[src/xml_text_escaper_top_assert.svh]
// assertion macros for the xml text escaper
// used at the end of xml_text_escaper_top; expects clk and rst_n in scope
`ifndef XML_TEXT_ESCAPER_TOP_ASSERT_SVH
`define XML_TEXT_ESCAPER_TOP_ASSERT_SVH

// same-cycle implication, checked outside reset
`define XTE_ASSERT_IMPL(label, ante, cons) \
  label: assert property (@(posedge clk) disable iff (!rst_n) (ante) |-> (cons)) \
    else $error("xte check failed");

// next-cycle implication, checked outside reset
`define XTE_ASSERT_NEXT(label, ante, cons) \
  label: assert property (@(posedge clk) disable iff (!rst_n) (ante) |=> (cons)) \
    else $error("xte check failed");

`endif

[src/xte_pkg.sv]
// package for the xml text escaper: sequence descriptor type, codes and
// character helper functions; no dependencies
`timescale 1ns / 1ps

package xte_pkg;

  // output sequence kinds
  localparam logic [1:0] KIND_PLAIN = 2'd0;
  localparam logic [1:0] KIND_ENT   = 2'd1;
  localparam logic [1:0] KIND_REF   = 2'd2;

  // named entity codes
  localparam logic [2:0] ENT_LT   = 3'd0;
  localparam logic [2:0] ENT_GT   = 3'd1;
  localparam logic [2:0] ENT_AMP  = 3'd2;
  localparam logic [2:0] ENT_QUOT = 3'd3;
  localparam logic [2:0] ENT_APOS = 3'd4;

  localparam int CP_W  = 21;
  localparam int LEN_W = 4;

  // lengths of each output sequence
  localparam logic [LEN_W-1:0] LEN_PLAIN   = 4'd1;
  localparam logic [LEN_W-1:0] LEN_LTGT    = 4'd4;
  localparam logic [LEN_W-1:0] LEN_AMP     = 4'd5;
  localparam logic [LEN_W-1:0] LEN_QUOTE   = 4'd6;
  localparam logic [LEN_W-1:0] LEN_REF4    = 4'd8;
  localparam logic [LEN_W-1:0] LEN_REF6    = 4'd10;
  localparam logic [LEN_W-1:0] REF_PREFIX  = 4'd3;

  // one pending output sequence
  typedef struct packed {
    logic [1:0]       kind;
    logic [2:0]       ent;
    logic [7:0]       ch;
    logic [CP_W-1:0]  cp;
    logic             wide;
    logic [LEN_W-1:0] len;
  } xte_desc_t;

  // lowercase hex digit
  function automatic logic [7:0] hex_char(input logic [3:0] nib);
    if (nib < 4'd10) begin
      return 8'h30 + {4'h0, nib};
    end
    return 8'h57 + {4'h0, nib};
  endfunction

  // character idx of a named entity, left justified in 48 bits
  function automatic logic [7:0] ent_char(input logic [2:0] ent,
                                          input logic [LEN_W-1:0] idx);
    logic [47:0] str;
    logic [47:0] sh;
    unique case (ent)
      ENT_LT:   str = {"&lt;", 16'h0};
      ENT_GT:   str = {"&gt;", 16'h0};
      ENT_AMP:  str = {"&amp;", 8'h0};
      ENT_QUOT: str = "&quot;";
      ENT_APOS: str = "&apos;";
      default:  str = '0;
    endcase
    sh = str << {idx, 3'b000};
    return sh[47:40];
  endfunction

  // character idx of a numeric reference &#xHHHH; or &#xHHHHHH;
  function automatic logic [7:0] ref_char(input logic [CP_W-1:0] cp,
                                          input logic wide,
                                          input logic [LEN_W-1:0] idx,
                                          input logic [LEN_W-1:0] len);
    logic [23:0]      pre;
    logic [23:0]      sh;
    logic [2:0]       pos;
    logic [2:0]       k;
    logic [CP_W-1:0]  cps;
    pre = "&#x";
    sh  = pre << {idx, 3'b000};
    pos = 3'(idx - REF_PREFIX);
    k   = (wide ? 3'd5 : 3'd3) - pos;
    cps = cp >> {k, 2'b00};
    if (idx < REF_PREFIX) begin
      return sh[23:16];
    end
    if (idx == len - 4'd1) begin
      return 8'h3B;
    end
    return hex_char(cps[3:0]);
  endfunction

endpackage

[src/xml_text_escaper_top.sv]
// xml text escaper top level: decode, sequence register and output register
// depends on xte_pkg and xml_text_escaper_top_assert.svh
`timescale 1ns / 1ps

// One text byte per input transfer; the escaped text leaves one byte per output
// transfer, out_tlast marking the last byte caused by each input byte. A byte
// yields 1 byte as plain text, 4 to 6 as a named entity, 8 or 10 as a numeric
// reference, none as a UTF-8 lead or non-final or stray continuation byte. The
// next byte is taken when idle or as the held sequence's last byte is loaded.
// Plain text streams at one byte per cycle while out_tready is high, via the
// sequence and output registers. UTF-8 decoding state updates as each byte is
// taken; in_tlast drops any unfinished sequence. cfg_wr_en writes the UTF-8
// reference mode (reset on); use it only while idle, the block does not check.
module xml_text_escaper_top (
  input  logic       clk,
  input  logic       rst_n,
  input  logic       cfg_wr_en,
  input  logic       cfg_wr_data,   // utf8_references
  input  logic       in_tvalid,
  output logic       in_tready,
  input  logic [7:0] in_tdata,      // [7:0] in_byte
  input  logic       in_tlast,      // last_in_string
  output logic       out_tvalid,
  input  logic       out_tready,
  output logic [7:0] out_tdata,     // [7:0] out_byte
  output logic       out_tlast      // out_last
);

  localparam int CP_W  = xte_pkg::CP_W;
  localparam int LEN_W = xte_pkg::LEN_W;

  logic                utf8_r;
  logic [1:0]          pend_r, pend_nxt;
  logic [CP_W-1:0]     acc_r, acc_nxt;
  logic                busy_r, busy_nxt;
  logic [LEN_W-1:0]    idx_r, idx_nxt;
  xte_pkg::xte_desc_t  desc_r, desc_nxt, dec;
  logic                dec_emit;
  logic                out_valid_r, out_valid_nxt;
  logic [7:0]          out_data_r, out_data_nxt;
  logic                out_last_r, out_last_nxt;
  logic                out_load;
  logic                seq_last;
  logic                in_xfer;
  logic [7:0]          cur_char;
  logic [CP_W-1:0]     acc_shift;

  assign out_load  = !out_valid_r || out_tready;
  assign seq_last  = (idx_r == desc_r.len - 4'd1);
  assign in_tready = !busy_r || (out_load && seq_last);
  assign in_xfer   = in_tvalid && in_tready;
  assign acc_shift = {acc_r[CP_W-7:0], in_tdata[5:0]};

  // decode the incoming byte into a sequence and the next utf-8 state
  always_comb begin
    dec      = '0;
    dec.ch   = in_tdata;
    dec.cp   = acc_shift;
    dec.wide = (acc_shift > 21'h00FFFF);
    dec_emit = 1'b0;
    pend_nxt = pend_r;
    acc_nxt  = acc_r;
    if (utf8_r && in_tdata[7]) begin
      priority if (pend_r == 2'd0 && in_tdata[7:4] == 4'hF) begin
        pend_nxt = 2'd3;
        acc_nxt  = {18'h0, in_tdata[2:0]};
      end else if (pend_r == 2'd0 && in_tdata[7:5] == 3'h7) begin
        pend_nxt = 2'd2;
        acc_nxt  = {17'h0, in_tdata[3:0]};
      end else if (pend_r == 2'd0 && in_tdata[7:6] == 2'h3) begin
        pend_nxt = 2'd1;
        acc_nxt  = {16'h0, in_tdata[4:0]};
      end else if (pend_r != 2'd0) begin
        pend_nxt = pend_r - 2'd1;
        acc_nxt  = acc_shift;
        if (pend_r == 2'd1) begin
          dec_emit = 1'b1;
          dec.kind = xte_pkg::KIND_REF;
          dec.len  = dec.wide ? xte_pkg::LEN_REF6 : xte_pkg::LEN_REF4;
        end
      end else begin
        // stray continuation byte yields nothing
        dec_emit = 1'b0;
      end
    end else begin
      dec_emit = 1'b1;
      dec.kind = xte_pkg::KIND_ENT;
      unique case (in_tdata)
        8'h3C: begin dec.ent = xte_pkg::ENT_LT;   dec.len = xte_pkg::LEN_LTGT;  end
        8'h3E: begin dec.ent = xte_pkg::ENT_GT;   dec.len = xte_pkg::LEN_LTGT;  end
        8'h26: begin dec.ent = xte_pkg::ENT_AMP;  dec.len = xte_pkg::LEN_AMP;   end
        8'h22: begin dec.ent = xte_pkg::ENT_QUOT; dec.len = xte_pkg::LEN_QUOTE; end
        8'h27: begin dec.ent = xte_pkg::ENT_APOS; dec.len = xte_pkg::LEN_QUOTE; end
        default: begin
          dec.kind = xte_pkg::KIND_PLAIN;
          dec.len  = xte_pkg::LEN_PLAIN;
        end
      endcase
    end
    if (in_tlast) begin
      pend_nxt = 2'd0;
      acc_nxt  = '0;
    end
  end

  // character at the current position of the held sequence
  always_comb begin
    unique case (desc_r.kind)
      xte_pkg::KIND_PLAIN: cur_char = desc_r.ch;
      xte_pkg::KIND_ENT:   cur_char = xte_pkg::ent_char(desc_r.ent, idx_r);
      xte_pkg::KIND_REF:
        cur_char = xte_pkg::ref_char(desc_r.cp, desc_r.wide, idx_r, desc_r.len);
      default:             cur_char = desc_r.ch;
    endcase
  end

  // sequence register and output register next values
  always_comb begin
    busy_nxt      = busy_r;
    idx_nxt       = idx_r;
    desc_nxt      = desc_r;
    out_valid_nxt = out_valid_r;
    out_data_nxt  = out_data_r;
    out_last_nxt  = out_last_r;
    if (out_load) begin
      out_valid_nxt = busy_r;
      if (busy_r) begin
        out_data_nxt = cur_char;
        out_last_nxt = seq_last;
        idx_nxt      = idx_r + 4'd1;
        if (seq_last) begin
          busy_nxt = 1'b0;
        end
      end
    end
    if (in_xfer && dec_emit) begin
      busy_nxt = 1'b1;
      idx_nxt  = '0;
      desc_nxt = dec;
    end
  end

  // state registers
  always_ff @(posedge clk) begin
    if (!rst_n) begin
      utf8_r      <= 1'b1;
      pend_r      <= 2'd0;
      acc_r       <= '0;
      busy_r      <= 1'b0;
      out_valid_r <= 1'b0;
    end else begin
      if (cfg_wr_en) begin
        utf8_r <= cfg_wr_data;
      end
      if (in_xfer) begin
        pend_r <= pend_nxt;
        acc_r  <= acc_nxt;
      end
      busy_r      <= busy_nxt;
      out_valid_r <= out_valid_nxt;
    end
  end

  // payload registers
  always_ff @(posedge clk) begin
    idx_r      <= idx_nxt;
    desc_r     <= desc_nxt;
    out_data_r <= out_data_nxt;
    out_last_r <= out_last_nxt;
  end

  assign out_tvalid = out_valid_r;
  assign out_tdata  = out_data_r;
  assign out_tlast  = out_last_r;

  // checks
`include "xml_text_escaper_top_assert.svh"

  `XTE_ASSERT_IMPL(a_idx_in_range, busy_r, idx_r < desc_r.len)
  `XTE_ASSERT_NEXT(a_last_clears, in_tvalid && in_tready && in_tlast, pend_r == 2'd0)
  `XTE_ASSERT_NEXT(a_tlast_at_end, busy_r && out_load && seq_last, out_tvalid && out_tlast)
  `XTE_ASSERT_IMPL(a_ready_when_busy, in_tready && busy_r, out_load && seq_last)

endmodule
[config.mk]
export PLATFORM = sky130hd
export DESIGN_NAME = xml_text_escaper_top
export DESIGN_NICKNAME = d
export VERILOG_FILES = /design/src/xte_pkg.sv /design/src/xml_text_escaper_top.sv
export VERILOG_INCLUDE_DIRS = /design/src /design/src/src
export SDC_FILE = /design/constraint.sdc
export NUM_CORES = 1
export LEC_CHECK = 0
export BUFFER_PORTS_ARGS = -buffer_cell sky130_fd_sc_hd__buf_2
export CELL_PAD_IN_SITES_DETAIL_PLACEMENT = 0
export CELL_PAD_IN_SITES_GLOBAL_PLACEMENT = 2
export CORE_UTILIZATION = 42
export CTS_CLUSTER_DIAMETER = 60
export DETAILED_ROUTE_END_ITERATION = 16
export PLACE_DENSITY_LB_ADDON = 0.08
export RECOVER_POWER = 25
export SETUP_SLACK_MARGIN = 0.05
export SYNTH_ARGS = -nofsm -noshare
export SYNTH_HDL_FRONTEND = slang
export SYNTH_SLANG_ARGS = --single-unit
[constraint.sdc]
create_clock -name clk -period 8.7 [get_ports clk]
set_input_delay 0.87 -clock clk [delete_from_list [all_inputs] [get_ports clk]]
set_output_delay 0.87 -clock clk [all_outputs]
set_load 0.05 [all_outputs]
==> flow_summary.ini, run 1 <==
[logic_synthesis]
synth_cells = 343
synth_edf_count = 41
synth_seq_cells = 65
ys_seq_area_share_pct = 49.5
synth_cell_type_count = 54
yosysWarningCount = 0
avgSynthCellArea_um2 = 10.1
async_flop_share_pct = 0
netlist_area_um2 = 3460
ys.flop_type = edfxtp_1
synth_nets = 365

[clock_network]
tritoncts = done
cts_max_level = 3
post_cts_buffers = 0
clockRootBuffer = clkbuf_8
cts.repair.resized = 0
hold_buffers = 0
clock_latency_ps = 340
cts_max_path_buffers = 2
clk_pin_slew_ps = 80
numCtsBuffers = 9
cts.sinks = 65

[floorplanning]
core_area_um2 = 7850
initial_core_util_pct = 44.0
std_cell_rows = 32
die_width_um = 92.7
die_h_um = 92.7
ios = 26
dieArea_um2 = 8600

[sta]
rsz0062_at_grt = no
final-hold-violation-count = 0
period_share_pct = 49.4
post-route-min-period_ps = 4300
slew_violations = 0
worst_pin_slew_ps = 1420
timing.fmax_ghz = 0.233
fin_setup_tns_ps = 0
skew_ps = 9.13
whs_ps = 462
relSlewSlack_pct = 5.13
setup_violations = 0

[global_routing]
grtUsageTotal_pct = 19.2
grt-ovfl-total = 0
grt_util_met3_pct = 3.61
grt.busiest_layer = met2
grt_pass1_vias = 2477
grt_antenna_before_repair = 0
grt_pass1_wl_mm = 12.5
grt.met2_usage_pct = 29.8
grt_max_degree = 37
grt_use_met1_pct = 25.9

[layout]
most-common-layout-cells = nand2_1, edfxtp_1, o21ai_0
areaGrowthSynthToFinish_pct = 11.1
drive_gt1_share_pct = 13.1
n_antenna_cell = 0
num-nets-final = 384

[detailed_routing]
drc = 0
avgViaCountPerCell = 5.56
wl_per_cell_um = 15.9
firstDrtPassIters = 4
drtIter0Drc = 117
vias = 2608
ant_nets = 0
totalWireLength_mm = 7.46

[hold_path]
hp-class = flip-flop to flip-flop
hold_start = acc_r[9]

[critical_path]
cp-startpoint = idx_r[1]
worst_ep_arrival_time_ps = 4500
critPathKind = flip-flop to flip-flop
startpoint_type = flip-flop
crit_required_ps = 8900
critPathMaxFanout = 22
end_kind = flip-flop
worstReg2RegStart = idx_r[1]

[pwr]
power.leakage_nw = 1.38
p_total_mw = 1.06
p_seq_share_pct = 35.8
internal_power_mw = 0.662
peakVddDrop_mv = 0.0934
clkPwrFrac_pct = 27.1
switchingPower_mw = 0.401
powerDensity_nw_per_um2 = 277
combPwrFrac_pct = 37.1
swShare_pct = 37.7

[placed_design]
gp_congestion = 0.788
numPortBuffers = 25
dpl.hpwl_mm = 5.29

[run_status]
status = finished clean

[job]
cap_violations = 0
logic make-up after synthesis:
kind of cell / Yosys count / share of synthesized area, %
xor gates and xnor gates: 14 / 3.77
buffers and inverters: 35 / 4.78
muxes: 13 / 5.32
DFF: 65 / 49.5
adders and majority gates: 7 / 2.53
and+or+nand+nor: 123 / 17.6
AOI/OAI and AO/OA: 86 / 16.4
flip-flops by register name, summed over array words and instances, names as in the netlist:
register,cells
desc_r,32
acc_r,15
out_tdata,8
idx_r,4
pend_r,2
busy_r,1
out_tlast,1
out_tvalid,1
utf8_r,1
synth_stat cells (2+ instances only):
cell type	instances	area (um2)
edfxtp_1	41	1230
nand2_1	41	154
o21ai_0	25	125
dfxtp_1	24	480
nor2_1	21	78.8
inv_1	14	52.6
nand4_1	14	87.6
o21ai_1	14	70.1
a21oi_1	13	65.1
nor2b_1	12	75.1
clkbuf_1	11	41.3
nor3_1	9	45.0
a31oi_1	7	43.8
ha_1	7	87.6
xor2_1	7	61.3
mux2i_1	6	60.1
nand3_1	6	30.0
xnor2_1	6	52.6
nand2b_1	5	31.3
mux4_2	4	90.1
a211oi_1	3	22.5
and2_1	3	18.8
and3_1	3	18.8
buf_2	3	15.0
buf_6	3	33.8
mux2_2	3	33.8
nand4b_1	3	26.3
nor3b_1	3	22.5
o2111ai_1	3	26.3
a221oi_1	2	17.5
buf_1	2	7.51
buf_4	2	15.0
o41ai_1	2	17.5
layout make-up:
cell class / count / area (um2)
fill: 781 / 4010
sequential: 65 / 1710
multi-input combinational: 243 / 1580
clock buffer: 10 / 149
timing repair buffer: 29 / 140
tap: 102 / 128
clock inverter: 6 / 76.3
inverter: 14 / 52.6
power groups by stage:
| stage | logic (mW) | clock network [mW] | registers (mW) |
|---|---|---|---|
| finish | 0.394 | 0.288 | 0.381 |
| floorplan | 0.324 | 0 | 0.389 |
| CTS | 0.396 | 0.295 | 0.381 |
| global route | 0.436 | 0.307 | 0.385 |
| detailed placement | 0.394 | 0 | 0.388 |
| global placement | 0.395 | 0 | 0.388 |
critical path, cell delays in order (launching register included):
cell and delay (ps):
dfxtp_1 810, inv_1 260, ha_1 360, ha_1 190, xor2_1 170, xnor2_2 530, mux4_2 400, mux2i_1 220
ha_1 290, a2111oi_0 380, a21oi_1 120, a221oi_1 290, a211o_1 140
per-layer routing:
layer	wire [um]	vias to the layer above
li1	-	1310
met1	3680	1241
met2	3420	49
met3	241	8
met4	119	0
met5	0	-
path summary, 6_finish.rpt:
check	end	slack [ps]	cells past startpoint
max	out_tdata[1]	4400	12
min	acc_r[9]	460	2
max reg2reg	out_tdata[1]	4400	12
min reg2reg	acc_r[9]	460	2
per-stage QoR:
step           area (um2)  std cells  setup WS (ps)  util, %
5_1_grt              3840        469           4010     48.9
3_5_place_dp         3630        453           4460     46.2
4_1_cts              3850        469           4410     49.1
6_report             3840        469           4400     48.9
3_3_place_gp         3630        453           4540     46.2
2_1_floorplan        3460        343           4820        -
Power figures use the tool's default switching activity.
==> inputs of run 2 (changes only) <==
CORE_UTILIZATION = 39   (was 42)
clock period = 4.4 ns   (was 8.7 ns; I/O delays follow)
==> run 2 against run 1 <==
Combinational power up 110%. First-iteration DRC count down 16%. Maximum frequency up 17%. Flip-flop and latch count unchanged. Clock skew up 2.8 ps. Register-to-register slack worse by 3700 ps. Highest routed layer unchanged. Critical path depth unchanged. Routed wire length up 5.2%. Worst hold slack worse by 150 ps. Sequential share of layout area down 0.17 points. Global-route usage down 0.52 points.
==> flow_summary.ini, run 2 (synthesis results as in run 1) <==
[detailed_routing]
totalWireLength_mm = 7.85
vias = 2592
wl_per_cell_um = 16.6
drc = 0
drtIter0Drc = 98
ant_nets = 0
firstDrtPassIters = 5
avgViaCountPerCell = 5.49

[clock_network]
cts_max_path_buffers = 2
hold_buffers = 0
clk_pin_slew_ps = 80
numCtsBuffers = 9
cts_max_level = 3
tritoncts = done
clock_latency_ps = 340
cts.sinks = 65
post_cts_buffers = 0
cts.repair.resized = 0
clockRootBuffer = clkbuf_8

[critical_path]
crit_required_ps = 4610
end_kind = flip-flop
startpoint_type = flip-flop
critPathKind = flip-flop to flip-flop
critPathMaxFanout = 13
worst_ep_arrival_time_ps = 3890

[placed_design]
dpl.hpwl_mm = 5.49
numPortBuffers = 25
gp_congestion = 0.814

[sta]
timing.fmax_ghz = 0.272
worst_pin_slew_ps = 1440
skew_ps = 11.9
fin_setup_tns_ps = 0
relSlewSlack_pct = 3.88
setup_violations = 0
rsz0062_at_grt = no
period_share_pct = 83.6
final-hold-violation-count = 0
post-route-min-period_ps = 3680
whs_ps = 308
slew_violations = 0

[floorplanning]
die_width_um = 96.1
die_h_um = 96.1
initial_core_util_pct = 41.2
std_cell_rows = 33
core_area_um2 = 8380
dieArea_um2 = 9240
ios = 26

[global_routing]
grt_pass1_wl_mm = 12.6
grtUsageTotal_pct = 18.7
grt_max_degree = 37
grt-ovfl-total = 0
grt_pass1_vias = 2395
grt_antenna_before_repair = 0

[pwr]
powerDensity_nw_per_um2 = 556
power.leakage_nw = 1.39
peakVddDrop_mv = 0.191

[layout]
multi_input_area_um2 = 1580
top_register = desc_r
n_antenna_cell = 0
largest_register_ffs = 32
drive_gt1_share_pct = 13.4
regArea_um2 = 1710
num-nets-final = 384
most-common-layout-cells = nand2_1, edfxtp_1, o21ai_0
areaGrowthSynthToFinish_pct = 11.5
fillers = 832

[run_status]
status = finished clean

[job]
cap_violations = 0

[hold_path]
hp-class = primary input to flip-flop
-- run 2: cell count changes in the layout (fill, tap and decap cells not counted) --
cell / delta
clkbuf_16: -1
clkbuf_1: -1
clkinv_4: +1
bufinv_16: +1
buf_4: +1
inv_4: -1
-- run 2: area by class of cell --
class / instances / share of cell area (%)
repair buffers: 29 / 3.73
clock inverters: 7 / 2.82
multi-input cells: 243 / 41.0
well taps: 105 / 3.41
clock buffers: 9 / 3.21
flip-flops and latches: 65 / 44.4
inverters: 14 / 1.36
-- run 2: path summary, 6_finish.rpt --
kind | slack (ps) | end | start | cells past startpoint
max reg2reg | 720 | out_tdata[1] | idx_r[1] | 12
max | 720 | out_tdata[1] | idx_r[1] | 12
min reg2reg | 450 | desc_r[20] | acc_r[9] | 0
min | 310 | utf8_r | cfg_wr_data | 3
-- run 2: per-layer routing --
layer	part of all wire (%)	track usage (%)	vias up	wire (um)
li1	-	-	1314	-
met1	47	24.6	1184	3720
met2	45	28.7	82	3550
met3	5.1	4.42	12	399
met4	2.3	8.83	0	177
met5	0	0	-	0
-- run 2: critical path, cell delays in order (launching register included) --
cell and delay [ps]:
dfxtp_1 330, inv_1 110, ha_1 320, ha_1 190, xor2_1 160, xnor2_2 530, mux4_2 400, mux2i_1 230
ha_1 290, a2111oi_0 400, a21oi_1 130, a221oi_1 310, a211o_1 150
-- run 2: through the flow --
step                      area [um2]  total power [mW]  instances  worst slack, ps  utilization [%]
after detailed placement        3630              1.56        456              786             43.3
after CTS                       3860              2.15        472              738             46.1
after global routing            3850              2.27        472              427             46.0
after global placement          3630              1.56        456              889             43.3
after floorplan                 3460              1.41        343              584                -
final                           3850              2.14        472              723             46.0
-- run 2: power by group --
group / internal, mW / switching (mW) / leakage [nW] / total, mW
Clock: 0.332 / 0.264 / 0.118 / 0.596
Sequential: 0.702 / 0.0322 / 0.588 / 0.734
Combinational: 0.303 / 0.510 / 0.681 / 0.813
==> inputs of run 3 (changes only) <==
CORE_UTILIZATION = 35   (was 39)
clock period = 3 ns   (was 4.4 ns; I/O delays follow)
==> run 3 against run 2 <==
Cell area grew 3.5%. Setup slack got worse by 590 ps. Sequential share of layout area down 1.5 points. Global-route usage shrank 1.1 points. First-iteration DRC count increased by 31%. Core utilization fell by 3.6 points. Critical endpoint unchanged. Largest cell class unchanged.
==> flow_summary.ini, run 3 (synthesis results as in run 1) <==
[run_status]
status = finished clean

[floorplanning]
die_h_um = 101
initial_core_util_pct = 36.7
die_width_um = 101
ios = 26
std_cell_rows = 35
core_area_um2 = 9420
dieArea_um2 = 10300

[sta]
period_share_pct = 95.7
slew_violations = 0
timing.fmax_ghz = 0.348
post-route-min-period_ps = 2870
worst_pin_slew_ps = 1470
rsz0062_at_grt = yes
final-hold-violation-count = 0
worst_slack_ps = 129
whs_ps = 161
relSlewSlack_pct = 2.15
setup_violations = 0
fin_setup_tns_ps = 0
skew_ps = 9.01

[critical_path]
crit_required_ps = 3230
cpPeakStageDelay_ps = 420
cpMostUsedCell = ha_4
worst_ep_arrival_time_ps = 3100
critPathMaxFanout = 2
critPathKind = flip-flop to flip-flop
path_cells = inv_2, ha_4, ha_4, xor2_2, xnor2_2, mux4_2, mux2i_2, ha_1, a2111oi_4, a21oi_1, a221oi_1, a211o_1
startpoint_type = flip-flop
end_kind = flip-flop
crit_slowest_cell = edfxtp_1

[hold_path]
hp-class = primary input to flip-flop

[global_routing]
grt_antenna_before_repair = 0
grt_max_degree = 37
grt_pass1_vias = 2556
grt-ovfl-total = 0
grtUsageTotal_pct = 17.5
grt_pass1_wl_mm = 13.5

[layout]
final_area_um2 = 3990
top_register = desc_r
num-nets-final = 390
fillers = 927
multi_input_area_um2 = 1640
n_antenna_cell = 0
areaGrowthSynthToFinish_pct = 15.5
largest_register_ffs = 32
final_util_pct = 42.4
finalNonFillerCells = 502
most-common-layout-cells = nand2_1, edfxtp_1, o21ai_0
regArea_um2 = 1710
drive_gt1_share_pct = 17.2

[pwr]
peakVddDrop_mv = 0.279
powerDensity_nw_per_um2 = 829
power.leakage_nw = 1.42
p_total_mw = 3.31

[detailed_routing]
totalWireLength_mm = 8.20
avgViaCountPerCell = 5.27
drc = 0
ant_nets = 0
firstDrtPassIters = 4
drtIter0Drc = 128
vias = 2648
wl_per_cell_um = 16.3

[placed_design]
place_ws_ps = 77.3
place_inst = 486
gp_congestion = 0.798
placed_area_um2 = 3760
dpl.hpwl_mm = 5.76
numPortBuffers = 25

[clock_network]
clock_latency_ps = 350
clockRootBuffer = clkbuf_8
cts_max_path_buffers = 2
numCtsBuffers = 9
cts_max_level = 3
cts.sinks = 65
hold_buffers = 0
tritoncts = done
post_cts_buffers = 0
clk_pin_slew_ps = 80

[job]
cap_violations = 0
run 3: cell count changes in the layout (fill, tap and decap cells not counted), moves of 2 or more:
cell | previous run | this run
ha_1 | 7 | 5
inv_2 | 0 | 2
inv_1 | 14 | 11
buf_4 | 4 | 10
ha_4 | 0 | 2
run 3: power breakdown:
part	switching, mW	leakage (nW)	internal (mW)
Sequential	0.0492	0.588	1.03
Clock	0.401	0.116	0.453
Combinational	0.804	0.718	0.569
Total	1.25	1.42	2.05
run 3: worst paths after layout:
path | end | from | cells after the start | slack, ps
max reg2reg | out_tdata[1] | desc_r[4] | 12 | 130
min | utf8_r | cfg_wr_data | 3 | 160
max | out_tdata[1] | desc_r[4] | 12 | 130
min reg2reg | desc_r[20] | acc_r[9] | 0 | 440
run 3: final cells by class:
type / instances / area share (%)
flip-flops and latches: 65 / 42.9
well taps: 129 / 4.05
inverters: 14 / 1.44
clock buffers: 10 / 3.73
clock inverters: 6 / 1.98
multi-input cells: 243 / 41.1
repair buffers: 35 / 4.74
run 3: critical path: cells and delay by family, from the launching register on:
| family | cells | cell delay, ps |
|---|---|---|
| adder cells (fa/ha/maj) | 3 | 650 |
| XOR/XNOR | 2 | 310 |
| AO/OA/AOI/OAI | 4 | 780 |
| multiplexers | 2 | 500 |
| flip-flops | 1 | 420 |
| buffers and inverters | 1 | 90 |
run 3: layer usage:
metal	share of wire (%)	track usage (%)
met1	50	24.7
met3	2.9	3.31
met4	2.9	8.25
met2	44	26.0
met5	0	0
run 3: timing repair:
item | in CTS | in global routing
resized for setup | 0 | 3
endpoints found under the setup margin | 0 | 1
endpoints found under the hold margin | 0 | 0
